## src/sv/crc16fp_pkg.sv

```systemverilog
`default_nettype none

package crc16fp_pkg;

    // CRC-16-CCITT (false): MSB first, no reflection, no final xor.
    localparam logic [15:0] CRC_INIT = 16'hFFFF;
    localparam logic [15:0] CRC_POLY = 16'h1021;

    // Header length in bytes: start, type, flags, sequence, length low, length high.
    localparam logic [15:0] HEADER_BYTES = 16'd6;

    // Configuration register indexes.
    localparam logic [1:0] CFG_START_MARKER = 2'd0;
    localparam logic [1:0] CFG_END_MARKER   = 2'd1;
    localparam logic [1:0] CFG_MAX_LEN      = 2'd2;

    // Configuration reset values.
    localparam logic [7:0]  START_MARKER_RST = 8'd170;
    localparam logic [7:0]  END_MARKER_RST   = 8'd85;
    localparam logic [15:0] MAX_LEN_RST      = 16'd1024;

    // Status codes reported with each result.
    localparam logic [1:0] ST_NONE     = 2'd0;
    localparam logic [1:0] ST_GOOD     = 2'd1;
    localparam logic [1:0] ST_FORMAT   = 2'd2;
    localparam logic [1:0] ST_CRC_FAIL = 2'd3;

    typedef enum logic [5:0] {
        PH_IDLE    = 6'b000001,
        PH_HEADER  = 6'b000010,
        PH_PAYLOAD = 6'b000100,
        PH_CRC     = 6'b001000,
        PH_END     = 6'b010000,
        PH_ERROR   = 6'b100000
    } phase_t;

endpackage

`default_nettype wire

```

## src/sv/crc16fp_crc_byte.sv

```systemverilog
`default_nettype none

// Folds one byte into a CRC-16 remainder, eight bit steps unrolled.
module crc16fp_crc_byte (
    input  wire logic [15:0] crc_in,
    input  wire logic [7:0]  data_in,
    output logic      [15:0] crc_out
);

    always_comb begin
        logic [15:0] c;
        c = crc_in ^ {data_in, 8'h00};
        for (int i = 0; i < 8; i++) begin
            if (c[15]) begin
                c = {c[14:0], 1'b0} ^ crc16fp_pkg::CRC_POLY;
            end else begin
                c = {c[14:0], 1'b0};
            end
        end
        crc_out = c;
    end

endmodule

`default_nettype wire

```

## src/sv/crc16_frame_parser_core.sv

```systemverilog
`default_nettype none

// Byte-stream frame parser with a CRC-16-CCITT check. One received byte enters
// per transaction on the s_ channel and every byte yields exactly one result
// transaction on the m_ channel, in order. A frame is the start marker, type,
// flags, sequence, a little-endian 16-bit payload length, the payload, a
// little-endian CRC and the end marker. The CRC (initial 0xFFFF, polynomial
// 0x1021) covers the header, start marker included, and the payload. Payload
// bytes are streamed out with m_payload_valid set; the frame_* outputs show the
// header fields as they stand after the byte, and m_computed_crc the running
// CRC. m_status reports 1 for a good frame, 2 for a length above the limit or a
// bad end marker, and 3 for a CRC mismatch. After an error, bytes are ignored
// until a start marker arrives; a start marker inside a frame is plain data.
// The block sustains one byte per clock cycle while m_ready holds: a byte is
// registered in the input register and is then folded into the parser state and
// result register in one pass, whose path is set by the eight-step CRC update.
// The result of an accepted byte is offered on the m_ channel from the result
// register, after the input register. The configuration registers (0: start
// marker, 1: end marker, 2: maximum payload length) are written through the
// cfg_ channel, which is always ready, and should be written only while no
// byte is in flight.
module crc16_frame_parser_core (
    input  wire logic        aclk,
    input  wire logic        aresetn,

    input  wire logic        s_valid,
    output logic             s_ready,
    input  wire logic [7:0]  s_rx_byte,

    output logic             m_valid,
    input  wire logic        m_ready,
    output logic      [1:0]  m_status,
    output logic             m_payload_valid,
    output logic      [7:0]  m_payload_byte,
    output logic      [7:0]  m_frame_type,
    output logic      [7:0]  m_frame_flags,
    output logic      [7:0]  m_frame_seq,
    output logic      [15:0] m_frame_len,
    output logic      [15:0] m_computed_crc,

    input  wire logic        cfg_valid,
    output logic             cfg_ready,
    input  wire logic [1:0]  cfg_index,
    input  wire logic [15:0] cfg_data
);

    // Configuration registers.
    logic [7:0]  start_marker_reg;
    logic [7:0]  end_marker_reg;
    logic [15:0] max_len_reg;

    // Input stage.
    logic        in_valid_reg;
    logic [7:0]  in_byte_reg;

    // Parser state.
    crc16fp_pkg::phase_t phase_reg, phase_next;
    logic [15:0] byte_count_reg, byte_count_next;
    logic [15:0] expected_len_reg, expected_len_next;
    logic [7:0]  hdr_type_reg, hdr_type_next;
    logic [7:0]  hdr_flags_reg, hdr_flags_next;
    logic [7:0]  hdr_seq_reg, hdr_seq_next;
    logic [15:0] hdr_len_reg, hdr_len_next;
    logic [15:0] running_crc_reg, running_crc_next;
    logic [15:0] received_crc_reg, received_crc_next;

    // Result register.
    logic        m_valid_reg;
    logic [1:0]  m_status_reg, status_next;
    logic        m_pvalid_reg, pvalid_next;
    logic [7:0]  m_pbyte_reg, pbyte_next;

    logic        advance;
    logic        in_frame;
    logic [15:0] crc_seed;
    logic [15:0] crc_stepped;
    logic [15:0] count_inc;

    // The result register moves whenever it is empty or being drained, and
    // the input register refills in the same cycle it hands its byte over.
    assign advance   = !m_valid_reg || m_ready;
    assign s_ready   = !in_valid_reg || advance;
    assign cfg_ready = 1'b1;

    // Outside a frame the CRC restarts from its seed with the start marker.
    assign in_frame = (phase_reg == crc16fp_pkg::PH_HEADER) ||
                      (phase_reg == crc16fp_pkg::PH_PAYLOAD);
    assign crc_seed = in_frame ? running_crc_reg : crc16fp_pkg::CRC_INIT;

    crc16fp_crc_byte u_crc (
        .crc_in  (crc_seed),
        .data_in (in_byte_reg),
        .crc_out (crc_stepped)
    );

    assign count_inc = byte_count_reg + 16'd1;

    always_comb begin
        phase_next        = phase_reg;
        byte_count_next   = byte_count_reg;
        expected_len_next = expected_len_reg;
        hdr_type_next     = hdr_type_reg;
        hdr_flags_next    = hdr_flags_reg;
        hdr_seq_next      = hdr_seq_reg;
        hdr_len_next      = hdr_len_reg;
        running_crc_next  = running_crc_reg;
        received_crc_next = received_crc_reg;
        status_next       = crc16fp_pkg::ST_NONE;
        pvalid_next       = 1'b0;
        pbyte_next        = 8'h00;

        case (phase_reg)
            crc16fp_pkg::PH_HEADER: begin
                running_crc_next = crc_stepped;
                case (byte_count_reg)
                    16'd1: hdr_type_next  = in_byte_reg;
                    16'd2: hdr_flags_next = in_byte_reg;
                    16'd3: hdr_seq_next   = in_byte_reg;
                    16'd4: hdr_len_next   = {hdr_len_reg[15:8], in_byte_reg};
                    16'd5: hdr_len_next   = {in_byte_reg, hdr_len_reg[7:0]};
                    default: ;
                endcase
                byte_count_next = count_inc;
                if (count_inc >= crc16fp_pkg::HEADER_BYTES) begin
                    byte_count_next = 16'd0;
                    if (hdr_len_next > max_len_reg) begin
                        phase_next  = crc16fp_pkg::PH_ERROR;
                        status_next = crc16fp_pkg::ST_FORMAT;
                    end else if (hdr_len_next != 16'd0) begin
                        phase_next        = crc16fp_pkg::PH_PAYLOAD;
                        expected_len_next = hdr_len_next;
                    end else begin
                        phase_next = crc16fp_pkg::PH_CRC;
                    end
                end
            end
            crc16fp_pkg::PH_PAYLOAD: begin
                running_crc_next = crc_stepped;
                pvalid_next      = 1'b1;
                pbyte_next       = in_byte_reg;
                byte_count_next  = count_inc;
                if (count_inc >= expected_len_reg) begin
                    phase_next      = crc16fp_pkg::PH_CRC;
                    byte_count_next = 16'd0;
                end
            end
            crc16fp_pkg::PH_CRC: begin
                if (byte_count_reg == 16'd0) begin
                    received_crc_next = {received_crc_reg[15:8], in_byte_reg};
                    byte_count_next   = 16'd1;
                end else begin
                    received_crc_next = {in_byte_reg, received_crc_reg[7:0]};
                    phase_next        = crc16fp_pkg::PH_END;
                end
            end
            crc16fp_pkg::PH_END: begin
                if (in_byte_reg == end_marker_reg) begin
                    if (running_crc_reg == received_crc_reg) begin
                        phase_next  = crc16fp_pkg::PH_IDLE;
                        status_next = crc16fp_pkg::ST_GOOD;
                    end else begin
                        phase_next  = crc16fp_pkg::PH_ERROR;
                        status_next = crc16fp_pkg::ST_CRC_FAIL;
                    end
                end else begin
                    phase_next  = crc16fp_pkg::PH_ERROR;
                    status_next = crc16fp_pkg::ST_FORMAT;
                end
            end
            default: begin
                // Idle and error phases both hunt for the start marker.
                if (in_byte_reg == start_marker_reg) begin
                    phase_next        = crc16fp_pkg::PH_HEADER;
                    byte_count_next   = 16'd1;
                    expected_len_next = 16'd0;
                    running_crc_next  = crc_stepped;
                end
            end
        endcase
    end

    // Configuration writes.
    always_ff @(posedge aclk) begin
        if (!aresetn) begin
            start_marker_reg <= crc16fp_pkg::START_MARKER_RST;
            end_marker_reg   <= crc16fp_pkg::END_MARKER_RST;
            max_len_reg      <= crc16fp_pkg::MAX_LEN_RST;
        end else if (cfg_valid && cfg_ready) begin
            case (cfg_index)
                crc16fp_pkg::CFG_START_MARKER: start_marker_reg <= cfg_data[7:0];
                crc16fp_pkg::CFG_END_MARKER:   end_marker_reg   <= cfg_data[7:0];
                crc16fp_pkg::CFG_MAX_LEN:      max_len_reg      <= cfg_data;
                default: ;
            endcase
        end
    end

    // Input register.
    always_ff @(posedge aclk) begin
        if (!aresetn) begin
            in_valid_reg <= 1'b0;
        end else if (s_valid && s_ready) begin
            in_valid_reg <= 1'b1;
        end else if (advance) begin
            in_valid_reg <= 1'b0;
        end
    end

    always_ff @(posedge aclk) begin
        if (s_valid && s_ready) begin
            in_byte_reg <= s_rx_byte;
        end
    end

    // Parser state and result valid.
    always_ff @(posedge aclk) begin
        if (!aresetn) begin
            phase_reg        <= crc16fp_pkg::PH_IDLE;
            byte_count_reg   <= 16'd0;
            expected_len_reg <= 16'd0;
            hdr_type_reg     <= 8'd0;
            hdr_flags_reg    <= 8'd0;
            hdr_seq_reg      <= 8'd0;
            hdr_len_reg      <= 16'd0;
            running_crc_reg  <= crc16fp_pkg::CRC_INIT;
            received_crc_reg <= 16'd0;
            m_valid_reg      <= 1'b0;
        end else if (advance) begin
            m_valid_reg <= in_valid_reg;
            if (in_valid_reg) begin
                phase_reg        <= phase_next;
                byte_count_reg   <= byte_count_next;
                expected_len_reg <= expected_len_next;
                hdr_type_reg     <= hdr_type_next;
                hdr_flags_reg    <= hdr_flags_next;
                hdr_seq_reg      <= hdr_seq_next;
                hdr_len_reg      <= hdr_len_next;
                running_crc_reg  <= running_crc_next;
                received_crc_reg <= received_crc_next;
            end
        end
    end

    // Result payload.
    always_ff @(posedge aclk) begin
        if (advance && in_valid_reg) begin
            m_status_reg <= status_next;
            m_pvalid_reg <= pvalid_next;
            m_pbyte_reg  <= pbyte_next;
        end
    end

    // Header fields and the running CRC only change when a result is loaded,
    // so they stand as the result's frame fields directly.
    assign m_valid         = m_valid_reg;
    assign m_status        = m_status_reg;
    assign m_payload_valid = m_pvalid_reg;
    assign m_payload_byte  = m_pbyte_reg;
    assign m_frame_type    = hdr_type_reg;
    assign m_frame_flags   = hdr_flags_reg;
    assign m_frame_seq     = hdr_seq_reg;
    assign m_frame_len     = hdr_len_reg;
    assign m_computed_crc  = running_crc_reg;

endmodule

`default_nettype wire

```

## config.mk

```make
export PLATFORM = sky130hd
export DESIGN_NAME = crc16_frame_parser_core
export DESIGN_NICKNAME = d
export VERILOG_FILES = /design/src/sv/crc16fp_pkg.sv /design/src/sv/crc16fp_crc_byte.sv /design/src/sv/crc16_frame_parser_core.sv
export SDC_FILE = /design/constraint.sdc
export NUM_CORES = 1
export LEC_CHECK = 0
export BUFFER_PORTS_ARGS = -buffer_cell sky130_fd_sc_hd__buf_2
export CORE_MARGIN = 2
export CORE_UTILIZATION = 59
export CTS_BUF_LIST = sky130_fd_sc_hd__clkbuf_8
export CTS_CLUSTER_SIZE = 28
export DETAILED_ROUTE_END_ITERATION = 10
export PLACE_DENSITY = 0.81
export SLEW_MARGIN = 15
export SYNTH_ARGS = -nofsm -noshare
export SYNTH_HDL_FRONTEND = slang
export SYNTH_SLANG_ARGS = --single-unit
```

## constraint.sdc

```tcl
create_clock -name aclk -period 4.9 [get_ports aclk]
set_input_delay 0.98 -clock aclk [delete_from_list [all_inputs] [get_ports aclk]]
set_output_delay 0.98 -clock aclk [all_outputs]
set_load 0.02 [all_outputs]
```

==> impl_metrics.toml <==
[die]
die_y_um = 124
die_x_um = 124
ios = 101
die_area_um2 = 15400
fp-row-count = 43
core_area_um2 = 14000
start_util_pct = 61.0

[clocking]
clkSinkCount = 163
h-tree-depth = 4
cts_setup_buffers = 0
path_clk_slew_ns = 0.09
cts.repair.resized = 0
cts_tree = "yes"
clock_latency_ns = 0.47
cts_hold_buf = 0
cts-root-buf = "clkbuf_8"
clock_path_buffers = 2
cts_buffers = 17

[flow_run]
maxCapViolCount = 0

[synth]
synthCells = 950
synth_top_area_share_pct = 33.8
synth_edf_count = 19
syn_nets = 1017
synth-xor-area-share_pct = 7.70
yosysWarnings = 0
muxShareOfSynthArea_pct = 10.4
seq_area_frac_synth_pct = 40.5
syn_area_um2 = 8530
synth_compound_area_share_pct = 11.7
synth_top_family_by_area = "simple AND/OR/NAND/NOR gates"
avgSynthCellArea_um2 = 8.98
async_reset_ff_share_pct = 0
yosysTopAreaCell = "dfxtp_1"
synth.distinct_cells = 68
ys_seq_elements = 163
synth.area.top_cells = "dfxtp_1, mux2i_1, edfxtp_1"
synth_flop_cell = "dfxtp_1"
synth_fa_ha_area_share_pct = 5.28
synth_simple_gate_area_share_pct = 19.2

[pwr]
p_int_mw = 1.80
power.density_nw_per_um2 = 260
peakVddDrop_v = 0.000246
p_total_mw = 2.44
p_sw_share_pct = 26.2
pwr-share-seq_pct = 57.2
p_clk_share_pct = 37.5
p_comb_share_pct = 5.3
p_switching_uw = 641
p_leak_nw = 3.89

[global_routing]
overflow = 0
grt_usage_pct = 27.2
grt_first_pass_wirelength_um = 34200
antenna_found_initial = 0
grt_max_degree = 62
first_global_vias = 6870

[cells_and_area]
instances_no_fill = 1201
final_util_pct = 67.1
final_common_cell = "dfxtp_1"
final_cell_area_um2 = 9380
layout_common_cells = "dfxtp_1, nor2_1, buf_2"
syn2layout_area_growth_pct = 9.97
diodes = 0
drive_gt1_share_pct = 15.3
layout.nets = 1075

[setup_path]
path_max_fanout = 17
crit_type = "reg2reg"
worstPathArrival_ns = 4.32
start_kind = "flop"
required_ns = 5.30
cp-end-kind = "flop"

[place]
io_buffer_count = 99
placed_area_um2 = 9020
placed_cells = 1169
place_congestion = 0.907
hpwl_um = 14600

[timing]
fin_crit_ns = 3.92
rsz0062_at_grt = "false"
skew_ns = 0.0103
tightest_slew_ns = 1.09
finalCritPeriodShare_pct = 79.9
fmax_mhz = 255
slew_viol_final = 0
setup_violations = 0
setup_tns_ns = 0
hold_violations = 0
slew_headroom_pct = 26.8

[routing]
dr_total_vias = 7133
top_layer = "met4"
routedWlPerCell_um = 17.5
met1Wirelength_um = 9180
drc = 0
wl_um = 21100
routed-wl-met2_um = 10200
wl_met3_um = 1200
first_iter_violations = 498
first_pass_iters = 6
vias_per_cell = 5.94
ant_nets = 0

[hold_path]
hp-class = "reg2reg"

[outcome]
outcome = "finished clean"
==> power by group through the flow <==
| stage | Clock (mW) | Sequential (mW) | Combinational, mW |
|---|---|---|---|
| after floorplan | 0 | 1.41 | 0.0932 |
| after global placement | 0 | 1.43 | 0.125 |
| after detailed placement | 0 | 1.43 | 0.127 |
| after CTS | 0.919 | 1.40 | 0.128 |
| after global routing | 0.973 | 1.40 | 0.141 |
| final | 0.916 | 1.40 | 0.128 |
==> final timing paths <==
kind,startpoint,end,slack [ns],depth (start not counted)
worst max-delay path,byte_count_reg[2],expected_len_reg[2],0.98,12
worst min register to register,max_len_reg[13],max_len_reg[13],0.46,2
worst max register to register,byte_count_reg[2],expected_len_reg[2],0.98,12
worst min-delay path,max_len_reg[13],max_len_reg[13],0.46,2
==> layout make-up <==
cell class | count | area (um^2)
multi-input combinational | 682 | 4650
clock buffer | 19 | 262
inverter | 38 | 143
timing repair buffer | 106 | 548
sequential | 163 | 3450
tap | 180 | 225
clock inverter | 13 | 101
fill | 1204 | 4600
==> synth_stat cells, drive strengths merged (14+ instances only) <==
library cell / instances
a22o: 15
a21oi: 35
a211oi: 14
dfxtp: 144
o21ai: 19
nor2: 119
nand3: 35
edfxtp: 19
xor2: 26
nand2: 83
clkbuf: 51
xnor2: 49
a32oi: 16
inv: 38
mux2i: 89
nand4: 22
ha: 36
buf: 16
==> metal layers <==
layer | global-route usage, % | up-vias
met2 | 46.2 | 253
li1 | - | 3452
met1 | 34.5 | 3379
met3 | 5.93 | 49
met4 | 8.72 | 0
met5 | 0 | -
==> stage by stage <==
stage / worst slack (ns) / hold WS [ns]
finish: 0.983 / 0.460
global route: 0.720 / 0.476
CTS: 1.06 / 0.461
detailed placement: 1.10 / 0.449
global placement: 1.20 / 0.445
floorplan: 1.49 / 0.436
==> worst max-delay path, cell delays in order, from the launching register on <==
cell	delay (ns)
dfxtp_1	0.67
nor3b_1	0.36
and4_1	0.48
nand3b_2	0.24
a21boi_0	0.38
inv_1	0.10
ha_1	0.33
a21oi_1	0.16
a21oi_1	0.08
o21ai_0	0.16
a31o_2	0.23
and4_4	0.43
mux2i_1	0.23
==> cell families after synthesis <==
| kind of cell | count (synthesis) |
|---|---|
| buffers and inverters | 105 |
| adder cells (fa/ha/maj) | 36 |
| other | 1 |
| AO/OA/AOI/OAI | 143 |
| AND/OR/NAND/NOR | 338 |
| flip-flops | 163 |
| multiplexers | 89 |
| XOR/XNOR | 75 |
No activity file was read; power rests on OpenSTA's default activity.
